### src/hdl/assert_macros.svh
// Assertion macros shared by the cache RTL modules.
// Depends on nothing; included by the modules that check their own logic.
`ifndef ASSERT_MACROS_SVH
`define ASSERT_MACROS_SVH

// Same-cycle implication, checked outside reset.
`define ASSERT_IMP(lbl, ck, rs, a, b) \
  lbl: assert property (@(posedge ck) disable iff (rs) (a) |-> (b)) \
    else $error("implication check failed");

// Next-cycle implication, checked outside reset.
`define ASSERT_NXT(lbl, ck, rs, a, b) \
  lbl: assert property (@(posedge ck) disable iff (rs) (a) |=> (b)) \
    else $error("next-cycle check failed");

`endif

### src/hdl/lbwc_pkg.sv
// Shared types and constants of the LRU block word cache.
// Depends on nothing; used by the controller, datapath and top level.
`default_nettype none

package lbwc_pkg;

  localparam int BLOCK_BYTES_DEF = 64;
  localparam int BLOCK_COUNT_DEF = 16;
  localparam int WORD_W          = 64;
  localparam int ADDR_W          = 64;
  localparam int FWI_W           = 3;
  localparam int IN_DATA_W       = 136;
  localparam int OUT_DATA_W      = 128;

  typedef enum logic [1:0] {
    OP_LOOKUP     = 2'd0,
    OP_FILL_WORD  = 2'd1,
    OP_FILL_DONE  = 2'd2,
    OP_INVALIDATE = 2'd3
  } op_t;

  typedef enum logic [2:0] {
    ST_VALUE      = 3'd0,
    ST_UNREADABLE = 3'd1,
    ST_FILL_REQ   = 3'd2,
    ST_BYPASS     = 3'd3
  } stat_t;

  typedef struct packed {
    logic  take;
    logic  tag_cmp;
    logic  order_upd;
    logic  mem_rd;
    logic  rd_pend;
    logic  load_out;
    stat_t kind;
  } cmd_t;

  typedef struct packed {
    op_t  op;
    logic straddle;
    logic pend_valid;
    logic fill_readable;
    logic hit;
    logic hit_readable;
    logic out_free;
  } sts_t;

endpackage

`default_nettype wire

### src/hdl/lbwc_ctrl.sv
// Controller state machine of the LRU block word cache.
// Depends on lbwc_pkg and assert_macros.svh; drives the datapath by commands.
`default_nettype none
`include "assert_macros.svh"

module lbwc_ctrl (
  input  wire logic          clk,
  input  wire logic          rst,
  input  wire logic          s_tvalid,
  output logic               s_tready,
  input  wire lbwc_pkg::sts_t sts,
  output lbwc_pkg::cmd_t     cmd
);

  typedef enum logic [4:0] {
    S_IDLE  = 5'b00001,
    S_TAG   = 5'b00010,
    S_ORDER = 5'b00100,
    S_READ  = 5'b01000,
    S_EMIT  = 5'b10000
  } state_t;

  state_t          state, state_next;
  lbwc_pkg::stat_t kind, kind_next;
  logic            src_pend, src_pend_next;

  always_ff @(posedge clk) begin
    if (rst) begin
      state    <= S_IDLE;
      kind     <= lbwc_pkg::ST_VALUE;
      src_pend <= 1'b0;
    end else begin
      state    <= state_next;
      kind     <= kind_next;
      src_pend <= src_pend_next;
    end
  end

  assign s_tready = (state == S_IDLE);

  always_comb begin
    state_next    = state;
    kind_next     = kind;
    src_pend_next = src_pend;
    cmd           = '0;
    cmd.kind      = kind;
    cmd.rd_pend   = src_pend;
    unique case (state)
      S_IDLE: begin
        if (s_tvalid) begin
          cmd.take = 1'b1;
          unique case (sts.op)
            lbwc_pkg::OP_LOOKUP: begin
              if (sts.straddle) begin
                kind_next  = lbwc_pkg::ST_BYPASS;
                state_next = S_EMIT;
              end else begin
                state_next = S_TAG;
              end
            end
            lbwc_pkg::OP_FILL_DONE: begin
              if (sts.pend_valid) begin
                if (sts.fill_readable) begin
                  src_pend_next = 1'b1;
                  state_next    = S_READ;
                end else begin
                  kind_next  = lbwc_pkg::ST_UNREADABLE;
                  state_next = S_EMIT;
                end
              end
            end
            default: begin
              state_next = S_IDLE;
            end
          endcase
        end
      end
      S_TAG: begin
        cmd.tag_cmp = 1'b1;
        state_next  = S_ORDER;
      end
      S_ORDER: begin
        cmd.order_upd = 1'b1;
        if (sts.hit && sts.hit_readable) begin
          src_pend_next = 1'b0;
          state_next    = S_READ;
        end else if (sts.hit) begin
          kind_next  = lbwc_pkg::ST_UNREADABLE;
          state_next = S_EMIT;
        end else begin
          kind_next  = lbwc_pkg::ST_FILL_REQ;
          state_next = S_EMIT;
        end
      end
      S_READ: begin
        cmd.mem_rd = 1'b1;
        kind_next  = lbwc_pkg::ST_VALUE;
        state_next = S_EMIT;
      end
      S_EMIT: begin
        if (sts.out_free) begin
          cmd.load_out = 1'b1;
          state_next   = S_IDLE;
        end
      end
      default: begin
        state_next = S_IDLE;
      end
    endcase
  end

  `ASSERT_NXT(a_emit_waits, clk, rst, (state == S_EMIT) && !sts.out_free, state == S_EMIT)
  `ASSERT_NXT(a_tag_then_order, clk, rst, state == S_TAG, state == S_ORDER)
  `ASSERT_IMP(a_load_when_free, clk, rst, cmd.load_out, sts.out_free)

endmodule

`default_nettype wire

### config.mk
export PLATFORM = sky130hd
export DESIGN_NAME = lbwc_ctrl
export DESIGN_NICKNAME = d
export VERILOG_FILES = /design/src/hdl/lbwc_pkg.sv /design/src/hdl/lbwc_ctrl.sv
export VERILOG_INCLUDE_DIRS = /design/src /design/src/hdl
export SDC_FILE = /design/constraint.sdc
export NUM_CORES = 1
export LEC_CHECK = 0
export BUFFER_PORTS_ARGS = -buffer_cell sky130_fd_sc_hd__buf_2
export CORE_AREA = 2 2 39 41
export CTS_CLUSTER_DIAMETER = 200
export CTS_CLUSTER_SIZE = 24
export DETAILED_ROUTE_END_ITERATION = 7
export DIE_AREA = 0 0 41 43
export PLACE_DENSITY = 0.67
export SETUP_SLACK_MARGIN = 0.2
export SYNTH_ARGS = -nofsm -noshare
export SYNTH_HDL_FRONTEND = slang
export SYNTH_SLANG_ARGS = --single-unit
### constraint.sdc
create_clock -name clk -period 3.8 [get_ports clk]
set_input_delay 0.38 -clock clk [delete_from_list [all_inputs] [get_ports clk]]
set_output_delay 0.38 -clock clk [all_outputs]
set_load 0.01 [all_outputs]
Word level (Yosys, flattened, before mapping)
Cells that the tools add are included.
{"block": "totals", "ff_bits": 9, "out_inout_bits": 10}
{"block": "op_classes", "n_eq_ne": 17, "muxes": 29, "reduce_logical": 7}
{"cell": "5-bit two-way mux", "count": 6}
{"cell": "5-bit one-hot mux with 5 select lines", "count": 1}
{"cell": "3-bit two-way mux", "count": 5}
{"cell": "1-bit two-way mux", "count": 12}
{"cell": "5-bit one-hot mux with 2 select lines", "count": 1}
{"cell": "3-bit inequality test, second input constant", "count": 3}
{"cell": "3-bit one-hot mux with 3 select lines", "count": 1}
{"cell": "2-bit inequality test, second input constant", "count": 4}
{"cell": "7-bit AND reduction", "count": 1}
{"cell": "2-bit by 1-bit inequality test with 1-bit output, second input constant", "count": 3}
{"cell": "3-bit one-hot mux with 2 select lines", "count": 1}
{"cell": "6-bit AND reduction", "count": 1}
{"cell": "5-bit by 1-bit equality test with 1-bit output, second input constant", "count": 1}
{"cell": "5-bit by 2-bit equality test with 1-bit output, second input constant", "count": 1}
{"cell": "5-bit by 3-bit equality test with 1-bit output, second input constant", "count": 1}
{"cell": "5-bit by 4-bit equality test with 1-bit output, second input constant", "count": 1}
{"cell": "5-bit equality test, second input constant", "count": 1}
{"cell": "3-bit by 1-bit inequality test with 1-bit output, second input constant", "count": 1}
{"cell": "3-bit AND reduction", "count": 1}
{"cell": "3-bit nonzero test", "count": 1}
{"cell": "2-bit equality test, second input constant", "count": 1}
{"cell": "2-bit zero test", "count": 1}
{"cell": "2-bit two-way mux", "count": 1}
{"cell": "1-bit one-hot mux with 2 select lines", "count": 1}
{"cell": "2 further kinds", "count": 2}

Depth between registers and ports, before layout
Gate-level depths: netlist (run 1).
{"block": "logic_depth", "depth_word": 5, "ltp_mapped": 4, "mapped_depth_nobuf": 4}

Worst setup path after synthesis (run 1)
OpenSTA, ideal clock, no wires.
{"block": "synth_path", "kind": "reg2out", "startpoint": "register state[0]", "endpoint": "output cmd[8] in the netlist's numbering", "t_arrival_ns": 1.364, "required_ns": 3.420, "path_slack_ns": 2.056, "stages_incl_launch_ff": 5, "path_buffers": 0, "path_cell_list": "dfxtp_1 or4b_4 nand2b_1 inv_1 and2_1"}
{"element": "start, declared", "line_no": "lbwc_ctrl.sv:23", "rtl": "state_t state, state_next;"}
{"element": "start signal, assigned", "line_no": "lbwc_ctrl.sv:33", "rtl": "state <= state_next;"}
{"element": "end, declared", "line_no": "lbwc_ctrl.sv:12", "rtl": "output lbwc_pkg::cmd_t cmd"}

==> results of run 1 <==
[synthesized netlist by cell type]
library cell  n
inv_1         7
or4_1         1
nand2b_1      6
o31ai_1       1
buf_4         2
nand2_1       1
or4b_4        1
nor3_2        1
or3b_2        1
a221oi_2      1
nor2b_1       1
a21oi_1       3
o22a_1        1
nor2_1        3
or3_1         3
nand3b_1      1
a41oi_1       1
o22ai_1       1
o21ai_0       2
nor4_1        3
dfxtp_1       8
a211oi_2      1
nor3_1        2
nand4b_1      1
a31oi_1       1
a41o_1        1
and2_1        1
a221oi_1      1
nor3b_1       2
conb_1        1
a211oi_1      2
xnor2_1       1
[final cells by class]
cell class                 instances  area [um^2]
multi-input combinational         46          320
tap                               16         20.0
timing repair buffer              19         95.1
fill                             143          739
sequential                         8          160
inverter                           7         26.3
clock buffer                       3         22.5
[power by group]
group	internal (mW)	leakage, nW	switching, mW
registers	0.0876	0.0650	0.00425
clock network	0.0361	0.0138	0.0284
logic	0.0203	0.193	0.0238
total	0.144	0.272	0.0564
[layer usage]
metal	vias to the layer above	GRT usage [%]	share of wire [%]
met1	247	17.2	44
met4	0	10.0	1.6
met5	-	0	0
li1	274	-	-
met2	17	23.8	48
met3	4	6.28	5.6
[state kept, by name (all words and copies together) (netlist names)]
signal,cells
state,5
kind,2
src_pend,1
[critical path, stage by stage, from the launching register on]
cell and delay [ns]:
dfxtp_1 0.44, or4b_4 0.52, nand2b_1 0.19, inv_1 0.09, and2_1 0.12, buf_2 0.12
[logic make-up after synthesis]
group / share of synthesized area (%)
compound gates: 23.7
simple gates: 35.3
buf+inv: 7.91
xor+xnor: 1.68
other cells: 0.719
flops: 30.7
[path summary, 6_finish.rpt]
path                                 end  cells past startpoint
worst max-delay path              cmd[8]                      5
worst min-delay path             kind[1]                      2
worst max register to register  state[3]                      4
worst min register to register   kind[0]                      2
==> metrics, run 1 <==
highest-count cells in the layout ignoring fill and taps=19 x buf_2, 8 x dfxtp_1, 7 x inv_1; WL/cell=12.6 um; final instance area=644 um^2; setup bufs post-CTS=0; Mapped Area=522 um^2; Final TNS setup=0 ns; synthesized area per cell=8.28 um^2; Detailed Route WL=1.24 mm; Pwr Density=311 nW/um^2; Clock Skew=0.00920 ns; CP arrival=1.72 ns; nature of the critical path endpoint=output port; R2R setup slack=2.13 ns; cell count after synthesis=63; DRC=0; Max Clk Rate=0.475 GHz; Initial DRC Count=10; chip height=43 um; status=finished, final reports clean; Overall Power=200 uW; Post-DP Area=622 um^2; PostCTS Resize Cnt=0; CTS Buf Count=3; Worst Setup SP=state[0]; Synthesized Nets=74; post-layout util=46.6%; Die Wd=41 um; fraction of layout cells with a size suffix above 1=32.5%; Leak=0.272 nW; CTS tree=done; drt pass-1 iters=4; number of synthesized register bits=8; global-route wire length before repair=1.77 mm; Via density=5.47; Cell Rows=14; Finished Layout Cells=99; Req. time, crit path=3.42 ns; CTS Hold Bufs=0; Total Routing Usage GR=15.7%; antenna cells=0; I/O pin total=21; critical path class=reg2out; number of global-route vias before repair=445; Period minus WS final=2.10 ns; CP startpoint kind=register; Detail Route Antenna Nets=0; max-cap viol count=0; Inst Count DP=96; register area share after synthesis=30.7%; initial cell density of the core=37.7%; HPWL after DPL=1.01 mm; slew of the pin with the lowest slew margin=0.528 ns; peak supply drop=0.000148 V; leading area contributor after synthesis=dfxtp_1; Min-Delay Startpoint=rst; pins over their slew limit=0; Port-buffer cells=19; worst hold margin=0.383 ns; Period Utilization, post-route=55.4%; Slew Limit Headroom=64.5%; share of the synthesized area in the top cell type=30.7%; worst-path maximum fanout=8; pre-CTS setup slack=1.96 ns; HP Class=in2reg; DIE AREA=1760 um^2; worst-case clock buffer depth=2; Core Region=1380 um^2; area growth from synthesis to final layout=23.5%; via count=542; Root Buffer=clkbuf_4; RSZ-0062 raised after global routing=no; setup slack after layout=1.70 ns; total gr overflow=0; top post-synthesis cells by area=dfxtp_1 31%, nand2b_1 7.2%, inv_1 5.0%, nor4_1 3.6%, or3_1 3.6%; Critical R2R Launch=state[0]; YS warnings=0; largest net degree at the start of global routing=9; endpoints failing hold=0; Nets=96; final setup vio count=0; CTS Sinks=8; synth unique cells=32; Worst-path clk slew=0.06 ns; Placer Congestion=0.857; Clock Latency Late Sink=0.26 ns; initial antenna violation count=0; H-tree depth=1; most common cell after layout, fill and taps aside=buf_2
(Power assumes the default switching activity.)
==> run 2, diff against run 1 <==
- clock period: 3.8 -> 2.1 ns (I/O delays scaled with it)
==> run 2 against run 1 <==
Against the previous run: sequential power increased by 80%; power rose by 85%; die area did not move; register-to-register slack got worse by 1.8 ns; clock power grew 83%; flip-flop and latch count stayed put; critical path depth did not move; utilization grew 2.6 points; worst setup slack got worse by 1.4 ns; final cell count rose by 3.0%; critical endpoint unchanged.
==> metrics, run 2 (synthesized netlist as in run 1, its figures left out) <==
Overall Power=371 uW (+85%); DIE AREA=1760 um^2 (unchanged); CP startpoint kind=register; worst-case clock buffer depth=2 (unchanged); CTS Sinks=8 (unchanged); WL met3=79 um (+14%); worst-path maximum fanout=4 (-4); Root Buffer=clkbuf_4; slew of the pin with the lowest slew margin=0.640 ns (+0.113 ns); Period Utilization, post-route=86.5%; via count=558 (+3.0%); Total Routing Usage GR=16.9% (+1.2 points); Req. time, crit path=1.89 ns (-1.53 ns); Die Wd=41 um (unchanged); initial antenna violation count=0 (unchanged); DRC=0 (unchanged); drt pass-1 iters=4 (unchanged); Most flops, register=state; Leak=0.292 nW (+7.3%); met1 WL=562 um (+2.0%); antenna cells=0 (unchanged); most common cell after layout, fill and taps aside=buf_2; Clock Latency Late Sink=0.25 ns (about the same); global-route wire length before repair=2.04 mm (+15%); HPWL after DPL=975 um (-3.1%); Initial DRC Count=10 (unchanged); RSZ-0062 raised after global routing=no; critical path class=reg2out; chip height=43 um (unchanged); WL/cell=12.7 um (+0.96%); I/O pin total=21 (unchanged); met2 wire length=640 um (+6.3%); Slew Limit Headroom=56.9% (-7.6 points); CTS tree=done; Core Region=1380 um^2 (unchanged); Nets=99 (+3.1%); H-tree depth=1 (unchanged); endpoints failing hold=0 (unchanged); FF-to-FF path depth=5 (+1); Detail Route Antenna Nets=0 (unchanged); CTS Buf Count=3 (unchanged); CTS Hold Bufs=0 (unchanged); Placer Congestion=0.859 (+0.23%); hold depth=3 (+1); fraction of layout cells with a size suffix above 1=40.7% (+8.2 points); HP Class=in2reg; Cell Rows=14 (unchanged); Final TNS setup=0 ns (unchanged); final instance area=681 um^2 (+5.6%); area growth from synthesis to final layout=30.5%; max layer used=met4; max-cap viol count=0 (unchanged); Largest register FFs=5 (unchanged); nature of the critical path endpoint=output port; Port-buffer cells=19 (unchanged); status=finished, final reports clean; Post-DP Area=622 um^2 (unchanged); Worst-path clk slew=0.05 ns (about the same); initial cell density of the core=37.7% (unchanged); Pwr Density=546 nW/um^2 (+75%); largest net degree at the start of global routing=9 (unchanged); Period minus WS final=1.82 ns; CP arrival=1.61 ns (-0.11 ns); total gr overflow=0 (unchanged); top flop regs=state (5), kind (2), src_pend (1); final setup vio count=0 (unchanged); Layout fillers=137 (-4.2%); Clock Skew=0.00145 ns (-0.00775 ns); Max Clk Rate=0.550 GHz; peak supply drop=0.000300 V (+100%); pins over their slew limit=0 (unchanged); highest-count cells in the layout ignoring fill and taps=19 x buf_2, 6 x inv_1, 5 x nand2b_1, 5 x dfxtp_1; Detailed Route WL=1.29 mm (+4.0%); Via density=5.47 (about the same); number of global-route vias before repair=497 (+12%)
==> run 2: per-layer routing <==
metal	global-route usage [%]	up-vias
met1	21.2	260
met4	6.00	0
met2	26.3	15
met5	0	-
li1	-	281
met3	4.71	2
==> run 2: area by class of cell <==
| cell class | count | area, um^2 | area share [%] |
|---|---|---|---|
| repair buffers | 22 | 118 | 17.3 |
| multi-input cells | 46 | 328 | 48.2 |
| well taps | 16 | 20.0 | 2.94 |
| flip-flops and latches | 8 | 166 | 24.4 |
| inverters | 7 | 26.3 | 3.86 |
| clock buffers | 3 | 22.5 | 3.31 |
==> run 2: final timing paths <==
kind | startpoint | to | slack (ns)
setup / recovery | state[2] | cmd[8] | 0.28
hold / removal | sts[5] | state[1] | 0.22
setup reg to reg | state[2] | kind[1] | 0.34
hold reg to reg | kind[1] | kind[1] | 0.46
==> run 2: power by group <==
part,total (mW),internal (mW),switching [mW],leakage (nW)
Sequential,0.165,0.158,0.00751,0.0659
Combinational,0.0884,0.0433,0.0450,0.212
Clock,0.118,0.0654,0.0524,0.0138
Total,0.371,0.266,0.105,0.292
==> run 2: through the flow <==
step	std cells	hold WS, ns	setup slack [ns]	utilization (%)
finish	102	0.220	0.283	49.2
global route	102	0.210	0.214	49.2
CTS	99	0.217	0.233	47.4
detailed placement	96	0.456	0.438	44.9
global placement	96	0.456	0.460	44.9
floorplan	63	0.276	0.526	-
==> run 2: critical path, stage by stage, from the launching register on <==
cell and delay, ns:
dfxtp_4 0.35, or4b_4 0.55, nand2b_4 0.17, inv_2 0.06, and2_1 0.11, buf_2 0.12
==> run 2: timing repair <==
item                                    CTS  global route
endpoints found under the hold margin     0             0
pin swaps                                 0             1
cloned                                    0             0
buffers inserted                          0             3
gates resized for setup                   4             2
endpoints found under the setup margin    1             1
==> run 3, diff against run 2 <==
- BUFFER_PORTS_ARGS: -buffer_cell sky130_fd_sc_hd__buf_2 -> -buffer_cell sky130_fd_sc_hd__buf_4
- PLACE_DENSITY: 0.67 -> unset
- PLACE_DENSITY_LB_ADDON: unset -> 0.15
==> run 3 against run 2 <==
Against the previous run: final cell count rose by 0.98%; non-clock buffer count rose by 1; first-iteration DRC count rose to 2.9 times the previous value; critical path depth unchanged; hold slack worse by 0.048 ns; sequential share of layout area fell by 1.8 points; register-to-register slack improved by 0.02 ns; flip-flop and latch count unchanged; combinational power grew 18%; critical endpoint unchanged; largest cell class unchanged; die area unchanged; largest power group unchanged; maximum frequency down 0.64%; worst setup slack lost 0.012 ns.
==> metrics, run 3 (synthesized netlist as in run 1, its figures left out) <==
Worst-path clk slew=0.06 ns (about the same); top flop regs=state (5), kind (2), src_pend (1); DRC=0 (unchanged); HP Class=in2reg; Period minus WS final=1.83 ns (+0.0117 ns); number of global-route vias before repair=520 (+4.6%); Req. time, crit path=1.89 ns (about the same); chip height=43 um (unchanged); Placer Congestion=0.784 (-8.8%); Max Clk Rate=0.547 GHz (-0.64%); Detailed Route WL=1.23 mm (-4.8%); endpoints failing hold=0 (unchanged); max-cap viol count=0 (unchanged); most common cell after layout, fill and taps aside=buf_4; Leak=0.307 nW (+5.3%); CTS Buf Count=3 (unchanged); antenna cells=0 (unchanged); highest-count cells in the layout ignoring fill and taps=23 x buf_4, 6 x inv_1, 5 x nand2b_1, 5 x dfxtp_1; largest net degree at the start of global routing=9 (unchanged); post-layout util=53.2% (+4.0 points); critical path class=reg2out; worst path bufs/invs=2 (unchanged); Sw Pwr=109 uW (+3.3%); Root Buffer=clkbuf_4; Largest register FFs=5 (unchanged); via count=546 (-2.2%); initial antenna violation count=0 (unchanged); Reg power frac=42.5% (-2.0 points); DIE AREA=1760 um^2 (unchanged); Cell Int Power=280 uW (+4.9%); area growth from synthesis to final layout=41.0%; drt pass-1 iters=4 (unchanged); Via density=5.30 (-3.1%); Sw Ratio=28.0% (-0.31 points); Most flops, register=state; status=finished, final reports clean; worst-case clock buffer depth=2 (unchanged); Logic pwr share=26.7% (+2.9 points); nature of the critical path endpoint=output port; largest stage delay on the critical path=0.56 ns (about the same); Core Region=1380 um^2 (unchanged); worst hold margin=0.171 ns (-0.0481 ns); Clock Latency Late Sink=0.25 ns (about the same); CP startpoint kind=register; Total Routing Usage GR=17.4% (+0.54 points); slowest CP cell=or4b_4; final instance area=736 um^2 (+8.1%); Pwr Density=527 nW/um^2 (-3.3%); Clock Skew=0.00361 ns (+0.00216 ns); CP arrival=1.62 ns (about the same); global-route wire length before repair=2.09 mm (+2.4%); Final TNS setup=0 ns (unchanged); crit path cell chain=or4b_4, nand2b_4, inv_2, and2_1, buf_4; pins over their slew limit=0 (unchanged); Period Utilization, post-route=87.1% (+0.56 points); critical path's top delay family=simple AND/OR/NAND/NOR gates; Cell Rows=14 (unchanged); HPWL after DPL=952 um (-2.3%); total gr overflow=0 (unchanged); Finished Layout Cells=103 (+0.98%); Post-DP Area=677 um^2 (+8.9%); Inst Count DP=97 (+1.0%); fraction of layout cells with a size suffix above 1=41.4% (+0.68 points); Clock power frac=30.7% (-1.0 points); I/O pin total=21 (unchanged); RSZ-0062 raised after global routing=no; Nets=100 (+1.0%); CTS Hold Bufs=0 (unchanged); peak supply drop=0.000241 V (-20%); worst-path maximum fanout=5 (+1); R2R setup slack=0.36 ns (+0.02 ns); Die Wd=41 um (unchanged); CTS tree=done; Initial DRC Count=29 (+19); CTS Sinks=8 (unchanged); final setup vio count=0 (unchanged); Detail Route Antenna Nets=0 (unchanged); initial cell density of the core=37.7% (unchanged); Port-buffer cells=19 (unchanged); H-tree depth=1 (unchanged); WL/cell=12.0 um (-5.7%)
## run 3: changes by cell type in the layout (fill, tap and decap cells not counted), sizes merged
cell	change
buf	+1
## run 3: worst paths after layout
path | cells past startpoint | to | startpoint
min | 2 | kind[1] | rst
min reg2reg | 2 | kind[1] | kind[1]
max | 5 | cmd[8] | state[2]
max reg2reg | 5 | kind[1] | state[2]
## run 3: power groups by stage
stage / registers (mW) / clock network, mW / logic [mW]
6_report: 0.165 / 0.119 / 0.104
5_1_grt: 0.167 / 0.137 / 0.114
4_1_cts: 0.166 / 0.125 / 0.0943
3_5_place_dp: 0.169 / 0 / 0.0898
3_3_place_gp: 0.169 / 0 / 0.0899
2_1_floorplan: 0.169 / 0 / 0.0501
## run 3: per-stage QoR
stage,power [mW],setup WS [ns]
global route,0.417,0.195
finish,0.388,0.271
global placement,0.259,0.460
CTS,0.385,0.231
floorplan,0.219,0.526
detailed placement,0.259,0.450
## run 3: cell type report
type                       count  area (um^2)
multi-input combinational     46          328
timing repair buffer          23          173
inverter                       7         26.3
clock buffer                   3         22.5
fill                         141          648
sequential                     8          166
tap                           16         20.0
## run 3: worst register-to-register path: stages, from the launching register on
cell and delay, ns:
dfxtp_4 0.35, or4b_4 0.56, buf_4 0.15, a211oi_2 0.14
o22ai_1 0.18, a221oi_2 0.28
## run 3: layer usage
| metal | wire, um | share of wire [%] | track usage, % | vias up |
|---|---|---|---|---|
| met4 | 19 | 1.5 | 8.00 | 0 |
| met3 | 60 | 4.9 | 5.24 | 4 |
| li1 | - | - | - | 287 |
| met2 | 579 | 47 | 26.6 | 15 |
| met1 | 571 | 46 | 21.4 | 240 |
| met5 | 0 | 0 | 0 | - |
## run 3: what timing repair did
| action | CTS | global route |
|---|---|---|
| pin swaps | 0 | 1 |
| setup endpoints to repair | 1 | 1 |
| gates resized for setup | 4 | 2 |
| setup buffers | 0 | 3 |
